$ cat config.mk
export PLATFORM = sky130hd
export DESIGN_NAME = buzzer_alert_pattern_sequencer_top
export DESIGN_NICKNAME = d
export VERILOG_FILES = /design/src/rtl/core/bapseq_pkg.sv /design/src/rtl/core/bapseq_in_stage.sv /design/src/rtl/core/bapseq_engine.sv /design/src/rtl/core/buzzer_alert_pattern_sequencer_top.sv
export VERILOG_INCLUDE_DIRS = /design/src /design/src/rtl/core
export SDC_FILE = /design/constraint.sdc
export NUM_CORES = 1
export LEC_CHECK = 0
export BUFFER_PORTS_ARGS = -buffer_cell sky130_fd_sc_hd__buf_2
export CELL_PAD_IN_SITES_DETAIL_PLACEMENT = 0
export CELL_PAD_IN_SITES_GLOBAL_PLACEMENT = 1
export CORE_MARGIN = 3
export CORE_UTILIZATION = 48
export CTS_CLUSTER_SIZE = 12
export DETAILED_ROUTE_END_ITERATION = 10
export PLACE_DENSITY_LB_ADDON = 0.2
export SLEW_MARGIN = 20
export SYNTH_ARGS = -nofsm -noshare
export SYNTH_HDL_FRONTEND = slang
export SYNTH_SLANG_ARGS = --single-unit
$ cat constraint.sdc
create_clock -name clock -period 9.6 [get_ports clock]
set_input_delay 1.44 -clock clock [delete_from_list [all_inputs] [get_ports clock]]
set_output_delay 1.44 -clock clock [all_outputs]
set_load 0.01 [all_outputs]
$ cat src/rtl/core/buzzer_alert_pattern_sequencer_top_defines.svh
// assertion macros for the buzzer alert pattern sequencer
`ifndef BUZZER_ALERT_PATTERN_SEQUENCER_TOP_DEFINES_SVH
`define BUZZER_ALERT_PATTERN_SEQUENCER_TOP_DEFINES_SVH

`ifndef SYNTHESIS

// antecedent implies consequent in the same cycle
`define BAPSEQ_ASSERT_IMP(label, clk, rst, ante, cons) \
   label: assert property (@(posedge clk) disable iff (rst) (ante) |-> (cons)) \
      else $error("bapseq assertion failed");

// antecedent implies consequent in the next cycle
`define BAPSEQ_ASSERT_NXT(label, clk, rst, ante, cons) \
   label: assert property (@(posedge clk) disable iff (rst) (ante) |=> (cons)) \
      else $error("bapseq assertion failed");

`else

`define BAPSEQ_ASSERT_IMP(label, clk, rst, ante, cons)
`define BAPSEQ_ASSERT_NXT(label, clk, rst, ante, cons)

`endif

`endif

$ cat src/rtl/core/bapseq_pkg.sv
package bapseq_pkg;

   typedef enum logic [1:0] {
      OP_TICK = 2'd0,
      OP_PLAY = 2'd1,
      OP_MUTE = 2'd2
   } opcode_type;

   typedef enum logic [2:0] {
      PAT_SILENCE = 3'd0,
      PAT_SHORT   = 3'd1,
      PAT_LONG    = 3'd2,
      PAT_DOUBLE  = 3'd3,
      PAT_ALARM   = 3'd4,
      PAT_SIREN   = 3'd5
   } pattern_type;

   localparam logic [9:0] ELAPSED_MAX  = 10'd1023;
   localparam logic [9:0] SHORT_TICKS  = 10'd100;
   localparam logic [9:0] LONG_TICKS   = 10'd600;
   localparam logic [9:0] DOUBLE_TICKS = 10'd80;
   localparam logic [9:0] ALARM_ON     = 10'd100;
   localparam logic [9:0] ALARM_GAP    = 10'd800;
   localparam logic [9:0] SIREN_HALF   = 10'd400;

   localparam logic [10:0] HZ_BEEP     = 11'd2000;
   localparam logic [10:0] HZ_LONG     = 11'd1200;
   localparam logic [10:0] HZ_SIREN_LO = 11'd800;
   localparam logic [10:0] HZ_SIREN_HI = 11'd1500;

   typedef struct packed {
      logic [1:0] opcode;
      logic [2:0] pattern;
      logic       mute_value;
   } item_type;

   typedef struct packed {
      logic        tone_on;
      logic [10:0] tone_hz;
      logic [2:0]  pattern_now;
      logic        muted_now;
   } result_type;

endpackage

$ cat src/rtl/core/bapseq_in_stage.sv
module bapseq_in_stage (
   input  logic               clock,
   input  logic               reset,
   input  logic               req_valid,
   output logic               req_stall,
   input  bapseq_pkg::item_type req_item,
   input  logic               advance,
   output logic               item_valid,
   output bapseq_pkg::item_type item
);
   import bapseq_pkg::*;

   logic     valid_ff, valid_in;
   item_type item_ff, item_in;
   logic     take;

   assign req_stall = valid_ff && !advance;
   assign take      = req_valid && !req_stall;

   always_comb begin
      valid_in = take ? 1'b1 : (advance ? 1'b0 : valid_ff);
      item_in  = take ? req_item : item_ff;
   end

   always_ff @(posedge clock) begin
      if (reset) begin
         valid_ff <= 1'b0;
      end else begin
         valid_ff <= valid_in;
      end
      item_ff <= item_in;
   end

   assign item_valid = valid_ff;
   assign item       = item_ff;

endmodule

$ cat src/rtl/core/bapseq_engine.sv
module bapseq_engine (
   input  logic                  clock,
   input  logic                  reset,
   input  logic                  fire,
   input  bapseq_pkg::item_type  item,
   output bapseq_pkg::result_type result
);
   import bapseq_pkg::*;

   pattern_type pat_ff, pat_in;
   logic [1:0]  step_ff, step_in;
   logic [9:0]  elapsed_ff, elapsed_in;
   logic        mute_ff, mute_in;
   logic [9:0]  e_inc;
   logic        play_ok;

   always_comb begin
      pat_in     = pat_ff;
      step_in    = step_ff;
      elapsed_in = elapsed_ff;
      mute_in    = mute_ff;
      e_inc      = (elapsed_ff < ELAPSED_MAX) ? elapsed_ff + 10'd1 : elapsed_ff;
      play_ok    = (item.pattern <= 3'(PAT_SIREN)) &&
                   !(mute_ff && item.pattern != 3'(PAT_SIREN) &&
                     item.pattern != 3'(PAT_SILENCE));
      unique case (opcode_type'(item.opcode))
         OP_TICK: begin
            if (pat_ff != PAT_SILENCE) begin
               elapsed_in = e_inc;
               case (pat_ff)
                  PAT_SHORT: begin
                     if (step_ff == 2'd0 && e_inc >= SHORT_TICKS) begin
                        pat_in     = PAT_SILENCE;
                        step_in    = 2'd0;
                        elapsed_in = '0;
                     end
                  end
                  PAT_LONG: begin
                     if (step_ff == 2'd0 && e_inc >= LONG_TICKS) begin
                        pat_in     = PAT_SILENCE;
                        step_in    = 2'd0;
                        elapsed_in = '0;
                     end
                  end
                  PAT_DOUBLE: begin
                     if (e_inc >= DOUBLE_TICKS && step_ff != 2'd3) begin
                        elapsed_in = '0;
                        if (step_ff == 2'd2) begin
                           pat_in  = PAT_SILENCE;
                           step_in = 2'd0;
                        end else begin
                           step_in = step_ff + 2'd1;
                        end
                     end
                  end
                  PAT_ALARM: begin
                     if (step_ff != 2'd3 && e_inc >= ALARM_ON) begin
                        step_in    = step_ff + 2'd1;
                        elapsed_in = '0;
                     end else if (step_ff == 2'd3 && e_inc >= ALARM_GAP) begin
                        step_in    = 2'd0;
                        elapsed_in = '0;
                     end
                  end
                  PAT_SIREN: begin
                     if (e_inc >= SIREN_HALF) begin
                        step_in    = (step_ff == 2'd0) ? 2'd1 : 2'd0;
                        elapsed_in = '0;
                     end
                  end
                  default: ;
               endcase
            end
         end
         OP_PLAY: begin
            if (play_ok) begin
               pat_in     = pattern_type'(item.pattern);
               step_in    = 2'd0;
               elapsed_in = '0;
            end
         end
         OP_MUTE: begin
            mute_in = item.mute_value;
            if (item.mute_value && pat_ff != PAT_SIREN) begin
               pat_in     = PAT_SILENCE;
               step_in    = 2'd0;
               elapsed_in = '0;
            end
         end
         default: ;
      endcase
   end

   // tone from the state after this transfer
   always_comb begin
      result.tone_on     = 1'b0;
      result.tone_hz     = '0;
      result.pattern_now = pat_in;
      result.muted_now   = mute_in;
      case (pat_in)
         PAT_SHORT: begin
            if (step_in == 2'd0) begin
               result.tone_on = 1'b1;
               result.tone_hz = HZ_BEEP;
            end
         end
         PAT_LONG: begin
            if (step_in == 2'd0) begin
               result.tone_on = 1'b1;
               result.tone_hz = HZ_LONG;
            end
         end
         PAT_DOUBLE, PAT_ALARM: begin
            if (step_in == 2'd0 || step_in == 2'd2) begin
               result.tone_on = 1'b1;
               result.tone_hz = HZ_BEEP;
            end
         end
         PAT_SIREN: begin
            result.tone_on = 1'b1;
            result.tone_hz = (step_in == 2'd0) ? HZ_SIREN_LO : HZ_SIREN_HI;
         end
         default: ;
      endcase
   end

   always_ff @(posedge clock) begin
      if (reset) begin
         pat_ff     <= PAT_SILENCE;
         step_ff    <= 2'd0;
         elapsed_ff <= '0;
         mute_ff    <= 1'b0;
      end else if (fire) begin
         pat_ff     <= pat_in;
         step_ff    <= step_in;
         elapsed_ff <= elapsed_in;
         mute_ff    <= mute_in;
      end
   end

endmodule

$ cat src/rtl/core/buzzer_alert_pattern_sequencer_top.sv
// Buzzer alert pattern sequencer.
// Input channel req_*: one transfer per item carrying req_opcode (tick,
// play pattern, set mute), req_pattern and req_mute_value.
// Result channel rsp_*: exactly one transfer per input item, in order,
// giving the tone on/off, tone frequency, active pattern and mute flag.
// A transfer happens at a clock edge with valid high and stall low.
// Flow: an item accepted at an edge is registered in the input stage and
// is processed against the pattern state at the edge on which it advances,
// which also loads its result into the result register driving rsp_*.
// Throughput: one item per cycle unless the receiver stalls; the pattern
// state updates through short compare logic between the two registers.
// When the receiver stalls, the result register holds its payload and the
// input register can still take one more item; req_stall rises only when
// both are full and rsp_stall is high.
// Reset (synchronous, active high) empties both registers and returns the
// state to silence, step 0, elapsed 0, not muted.
`include "buzzer_alert_pattern_sequencer_top_defines.svh"

module buzzer_alert_pattern_sequencer_top (
   input  logic        clock,
   input  logic        reset,
   input  logic        req_valid,
   output logic        req_stall,
   input  logic [1:0]  req_opcode,
   input  logic [2:0]  req_pattern,
   input  logic        req_mute_value,
   output logic        rsp_valid,
   input  logic        rsp_stall,
   output logic        rsp_tone_on,
   output logic [10:0] rsp_tone_hz,
   output logic [2:0]  rsp_pattern_now,
   output logic        rsp_muted_now
);
   import bapseq_pkg::*;

   item_type   req_item, item;
   logic       item_valid;
   logic       advance;
   result_type result;
   logic       rsp_valid_ff, rsp_valid_in;
   result_type rsp_ff, rsp_in;

   assign req_item.opcode     = req_opcode;
   assign req_item.pattern    = req_pattern;
   assign req_item.mute_value = req_mute_value;

   assign advance = item_valid && (!rsp_valid_ff || !rsp_stall);

   bapseq_in_stage u_in_stage (
      .clock      (clock),
      .reset      (reset),
      .req_valid  (req_valid),
      .req_stall  (req_stall),
      .req_item   (req_item),
      .advance    (advance),
      .item_valid (item_valid),
      .item       (item)
   );

   bapseq_engine u_engine (
      .clock  (clock),
      .reset  (reset),
      .fire   (advance),
      .item   (item),
      .result (result)
   );

   always_comb begin
      rsp_valid_in = advance ? 1'b1 : (rsp_stall ? rsp_valid_ff : 1'b0);
      rsp_in       = advance ? result : rsp_ff;
   end

   always_ff @(posedge clock) begin
      if (reset) begin
         rsp_valid_ff <= 1'b0;
      end else begin
         rsp_valid_ff <= rsp_valid_in;
      end
      rsp_ff <= rsp_in;
   end

   assign rsp_valid       = rsp_valid_ff;
   assign rsp_tone_on     = rsp_ff.tone_on;
   assign rsp_tone_hz     = rsp_ff.tone_hz;
   assign rsp_pattern_now = rsp_ff.pattern_now;
   assign rsp_muted_now   = rsp_ff.muted_now;

   `BAPSEQ_ASSERT_NXT(a_advance_gives_rsp, clock, reset, advance, rsp_valid_ff)
   `BAPSEQ_ASSERT_IMP(a_tone_consistent, clock, reset, rsp_valid_ff, rsp_ff.tone_on == (rsp_ff.tone_hz != 11'd0))
   `BAPSEQ_ASSERT_IMP(a_muted_pattern, clock, reset, rsp_valid_ff && rsp_ff.muted_now, rsp_ff.pattern_now == 3'(PAT_SILENCE) || rsp_ff.pattern_now == 3'(PAT_SIREN))
   `BAPSEQ_ASSERT_IMP(a_hz_legal, clock, reset, rsp_valid_ff, rsp_ff.tone_hz == 11'd0 || rsp_ff.tone_hz == HZ_BEEP || rsp_ff.tone_hz == HZ_LONG || rsp_ff.tone_hz == HZ_SIREN_LO || rsp_ff.tone_hz == HZ_SIREN_HI)

endmodule

Word level (Yosys, flattened, before mapping)
Index checks and enable logic that the tools add are counted.
W data, S select, Z words.
{"block": "word_totals", "register_bits": 40, "inputBits": 10, "output_inout_bits": 18, "wordCells": 116}
{"block": "classes", "add_sub_neg": 2, "n_lt_le_gt_ge": 7, "n_eq_ne": 22, "muxes": 44, "n_reduce_logical": 28}
{"operator": "$mux W10", "n": 10}
{"operator": "$pmux W10 S5", "n": 1}
{"operator": "$pmux W12 S4", "n": 1}
{"operator": "$mux W12", "n": 3}
{"operator": "$pmux W10 S3", "n": 1}
{"operator": "$mux W3", "n": 7}
{"operator": "$ge A10 B10 Y1 const B", "n": 2}
{"operator": "$ge A10 B7 Y1 const B", "n": 2}
{"operator": "$mux W2", "n": 10}
{"operator": "$pmux W3 S3", "n": 2}
{"operator": "$eq A3 B2 Y1 const B", "n": 4}
{"operator": "$eq A3 B3 Y1 const B", "n": 4}
{"operator": "$logic_and A1 B1 Y1", "n": 12}
{"operator": "$mux W11", "n": 1}
{"operator": "$add A10 B1 Y10 const B", "n": 1}
{"operator": "$ge A10 B9 Y1 const B", "n": 1}
{"operator": "$lt A10 B10 Y1 const B", "n": 1}
{"operator": "$pmux W2 S5", "n": 1}
{"operator": "$reduce_bool A3 Y1", "n": 3}
{"operator": "$eq A2 B2 Y1 const B", "n": 4}
{"operator": "$ne A2 B1 Y1 const B", "n": 4}
{"operator": "$eq A3 B1 Y1 const B", "n": 2}
{"operator": "$logic_not A2 Y1", "n": 3}
{"operator": "$mux W1", "n": 6}
{"operator": "11 further kinds", "n": 17}

Logic depth before layout (Yosys ltp)
{"block": "logic_depth", "depth_word": 13, "mapped_depth": 13, "depth_no_buf": 10}

Modules after synthesis
A second synthesis with hierarchy kept.
{"block": "hier_totals", "hier_cells": 318, "area_unflattened_um2": 2850.2}
{"mod": "bapseq_engine", "n_inst": 1, "cells_each": 288, "area_per_inst_um2": 2103.3, "seq_area_each_um2": 320.3}
{"mod": "buzzer_alert_pattern_sequencer_top", "n_inst": 1, "cells_each": 20, "area_per_inst_um2": 516.7, "seq_area_each_um2": 500.5}
{"mod": "bapseq_in_stage", "n_inst": 1, "cells_each": 10, "area_per_inst_um2": 230.2, "seq_area_each_um2": 200.2}

Worst setup path after synthesis
Ideal clock, no wire load.
{"block": "synth_path", "path_type": "input to output", "start": "input rsp_stall", "end": "output req_stall", "t_arrival_ns": 1.659, "required_ns": 8.160, "path_slack_ns": 6.501, "cell_stages": 1, "path_buffers": 0, "path_cell_list": "and3_1"}
{"block": "synth_via", "elab_chain_cells": 5}
{"element": "start: declaration", "line_no": "buzzer_alert_pattern_sequencer_top.sv:28", "source": "input logic rsp_stall,"}
{"element": "$logic_not A1 Y1", "line_no": "buzzer_alert_pattern_sequencer_top.sv:47", "source": "assign advance = item_valid && (!rsp_valid_ff || !rsp_stall);"}
{"element": "$logic_or A1 B1 Y1", "line_no": "buzzer_alert_pattern_sequencer_top.sv:47"}
{"element": "$logic_and A1 B1 Y1", "line_no": "buzzer_alert_pattern_sequencer_top.sv:47"}
{"element": "$logic_not A1 Y1", "line_no": "bapseq_in_stage.sv:17", "source": "assign req_stall = valid_ff && !advance;"}
{"element": "$logic_and A1 B1 Y1", "line_no": "bapseq_in_stage.sv:17"}
{"element": "end: declaration", "line_no": "buzzer_alert_pattern_sequencer_top.sv:23", "source": "output logic req_stall,"}
Every way passes these cells.

Worst setup path in the final report
{"block": "layout_path", "start": "register u_engine.elapsed_ff[0]", "end": "register u_engine.elapsed_ff[0]"}
{"block": "layout_via", "elab_chain_cells": 9, "word_cells_on_any_way": 22, "classes_between": "add/sub: 1; order compare: 6; mux: 10; reduce/logical: 5"}
{"element": "start: declaration", "line_no": "bapseq_engine.sv:12", "source": "logic [9:0] elapsed_ff, elapsed_in;"}
{"element": "start signal: assignment", "line_no": "bapseq_engine.sv:136", "source": "elapsed_ff <= elapsed_in;"}
{"element": "$add A10 B1 Y10 / $lt A10 B10 Y1 (equally long branches)", "line_no": "bapseq_engine.sv:22", "source": "e_inc = (elapsed_ff < ELAPSED_MAX) ? elapsed_ff + 10'd1 : elapsed_ff;"}
{"element": "$mux W10 *", "line_no": "bapseq_engine.sv:22"}
{"element": "$ge A10 B10 Y1", "line_no": "bapseq_engine.sv:60", "source": "end else if (step_ff == 2'd3 && e_inc >= ALARM_GAP) begin"}
{"element": "$logic_and A1 B1 Y1", "line_no": "bapseq_engine.sv:60"}
{"element": "$mux W10", "line_no": "bapseq_engine.sv:60"}
{"element": "$mux W10", "line_no": "bapseq_engine.sv:57", "source": "if (step_ff != 2'd3 && e_inc >= ALARM_ON) begin"}
{"element": "$pmux W10 S5 *", "line_no": "bapseq_engine.sv:30", "source": "case (pat_ff)"}
{"element": "$mux W10 *", "line_no": "bapseq_engine.sv:28", "source": "if (pat_ff != PAT_SILENCE) begin"}
{"element": "$pmux W10 S3 *", "line_no": "bapseq_engine.sv:26", "source": "unique case (opcode_type'(item.opcode))"}
Every way passes the cells marked *; elsewhere a longest branch is shown, timed or not. The select of a mux whose other input is x is not followed.
A chain may end at the register's enable or synchronous reset.

==> impl_results.md <==
* Status: finished clean
* Slew Viols, Final at 0
* Inst Count DP at 378
* Power Total at 341 uW
* Worst path slowest cell: a31oi_1
* VDD IR max at 0.116 mV
* Ys async rst share at 0%
* Routability cong. at 0.896
* CTS Buffer Depth at 2
* Critical path endpoint category: register
* Initial antenna violation count at 0
* Skew-Pair Late Insertion Delay at 300 ps
* Per-cell routed wire length at 16.1 um
* Crit path kind: reg2reg
* Final #Nets at 334
* CTS Sinks at 35
* Main area contributors after synthesis: edfxtp_1, dfxtp_1, a21oi_1
* Die area at 6300 sq um
* Final hold violations at 0
* CTS tree: yes
* Post-synth EDFFs at 17
* Worst path cell trace: ha_1 > nand4_1 > nor4_2 > o2111ai_4 > a211oi_2 > a221oi_1 > and2_2 > a31oi_1 > a21oi_1 > a211oi_1
* Max Cap Viol at 0
* Power per Cell Area at 122 nW/um^2
* Final HPWL DP at 4480 um
* Total track usage at 20.8%
* H-tree depth at 2
* Die width at 79.4 um
* Starting density of the core at 50.0%
* Post-synth top area cell: edfxtp_1
* Final ANT Viol Nets at 0
* Non-Filler Instances at 386
* First-iteration detailed-routing DRC count at 367
* Clock Skew at 8.87 ps
* Max Clk Rate at 263 MHz
* Multi-input logic area at 1530 sq um
* Cell Rows at 26
* Sequential-to-total area share from yosys stat at 33.7%
* DRT Wirelength at 6210 um
* Vias in the first global route at 2099
* HP Class: reg2reg
* Leak at 0.00103 uW
* I/O pin cnt at 28
* Top FF cell, synth: dfxtp_1
* Vias per cell at 6.29
* Register area at 871 sq um
* Hold slack at 526 ps
* Critical path startpoint category: register
* Synthesized area per cell at 8.48 sq um
* Remaining DRCs at 0
* R2R Setup Slk at 5800 ps
* Worst Tran Pin Value at 901 ps
* FF+latch count, synth at 35
* Core Footprint at 5170 sq um
* Top cell type's share of synthesized area at 19.7%
* Most frequent cells after synthesis: nand2_1, nor2_1, a21oi_1
* Global-route wire length before repair at 10400 um
* Setup TNS at 0 ps
* Cells after synthesis at 305
* Synth-to-layout area growth at 7.94%
* Clock Root Buffer: clkbuf_8
* Critical path fanouts, max at 13
* RSZ-0062 raised after global routing: no
* CTS buffer count at 5
* Pre-antenna DRT Iters at 5
* CP max stage delay at 750 ps
* Synth unique cells at 77
* Post-CTS Hold Buffers at 0
* Cts repair resizes at 0
* Fin crit period at 3800 ps
* Share of layout cells above drive strength 1 at 18.4%
* Final period util at 39.6%
* N_diodes at 0
* Post-CTS Setup Inserts at 0
* Synthesis Warnings at 0
* Post-synthesis cell area at 2580 sq um
* GRT overflow at 0
* Chip height at 79.4 um
* Arr. time, crit path at 4020 ps
* Port bufs at 25
* Clk slew on worst S/H paths at 80 ps
* Slew HR at 39.6%
* Largest net degree at the start of global routing at 20
* Crit path required time at 9820 ps
* Endpoints failing setup at 0
* Fillers at 490
* Via count at 2429
==> report_power, final <==
group	leakage [uW]	internal [uW]	switching, uW
Combinational	0.000660	14.9	23.3
Clock	0.0000581	77.3	57.6
Sequential	0.000311	163	4.52
Total	0.00103	255	85.4
==> path summary, 6_finish.rpt <==
| kind | startpoint | to | cells past startpoint |
|---|---|---|---|
| max | u_engine.elapsed_ff[0] | u_engine.elapsed_ff[0] | 10 |
| min | u_in_stage.item_valid | rsp_valid | 2 |
| max reg2reg | u_engine.elapsed_ff[0] | u_engine.elapsed_ff[0] | 10 |
| min reg2reg | u_in_stage.item_valid | rsp_valid | 2 |
==> per-stage QoR <==
| step | setup WS (ps) | util, % | cell area, sq um |
|---|---|---|---|
| 2_1_floorplan | 6500 | - | 2590 |
| 3_3_place_gp | 5930 | 51.8 | 2680 |
| 3_5_place_dp | 5840 | 51.8 | 2680 |
| 4_1_cts | 5880 | 53.9 | 2790 |
| 5_1_grt | 5400 | 53.9 | 2790 |
| 6_report | 5800 | 53.9 | 2790 |
==> state kept, by name (all words and copies together) (netlist names) <==
register,count
u_engine.elapsed_ff,10
u_in_stage.item_valid,1
rsp_tone_on,1
u_engine.pat_ff,3
rsp_tone_hz,6
u_in_stage.item,6
rsp_pattern_now,3
rsp_valid,1
u_engine.step_ff,2
rsp_muted_now,1
u_engine.mute_ff,1
==> routing by layer <==
layer	track usage [%]	vias up	wire length, um
met2	28.8	89	2590
met5	0	-	0
met4	6.01	0	92
met1	31.8	1142	3100
li1	-	1186	-
met3	4.97	12	416
==> kinds of logic after synthesis <==
family                   synth area share [%]
multiplexers                             1.21
AO/OA/AOI/OAI                            29.8
AND/OR/NAND/NOR                          23.1
adder cells (fa/ha/maj)                  4.79
flip-flops                               33.7
buffers and inverters                    7.26
other                                   0.145
==> worst max-delay path: cells and delay by family (launching register included) <==
| kind | cells | cell delay, ps |
|---|---|---|
| compound gates | 6 | 1910 |
| fa+ha+maj | 1 | 500 |
| flops | 1 | 470 |
| simple gates | 3 | 830 |
==> placed cells by master, fill, tap and decap left out, drive strengths merged, types with 3 or more instances in the layout <==
cell,count
edfxtp,17
o211ai,3
or3,4
a21oi,26
o311ai,3
a211oi,9
nor3,9
and4,4
dfxtp,18
and3,7
nor2b,3
o31ai,4
inv,16
a311oi,4
clkbuf,5
clkinv,3
a31oi,11
nand2,27
ha,9
buf,25
nor2,27
nand3,8
nor4,4
nand2b,3
a22oi,4
o21ai,13
nand4,6
==> layout make-up <==
| class | instances | share of cell area (%) |
|---|---|---|
| clock buffers | 5 | 2.47 |
| clock inverters | 3 | 1.57 |
| inverters | 17 | 2.29 |
| multi-input cells | 231 | 54.8 |
| flip-flops and latches | 35 | 31.2 |
| well taps | 70 | 3.14 |
| repair buffers | 25 | 4.48 |
Note: power is estimated with default switching activity, not from simulation.
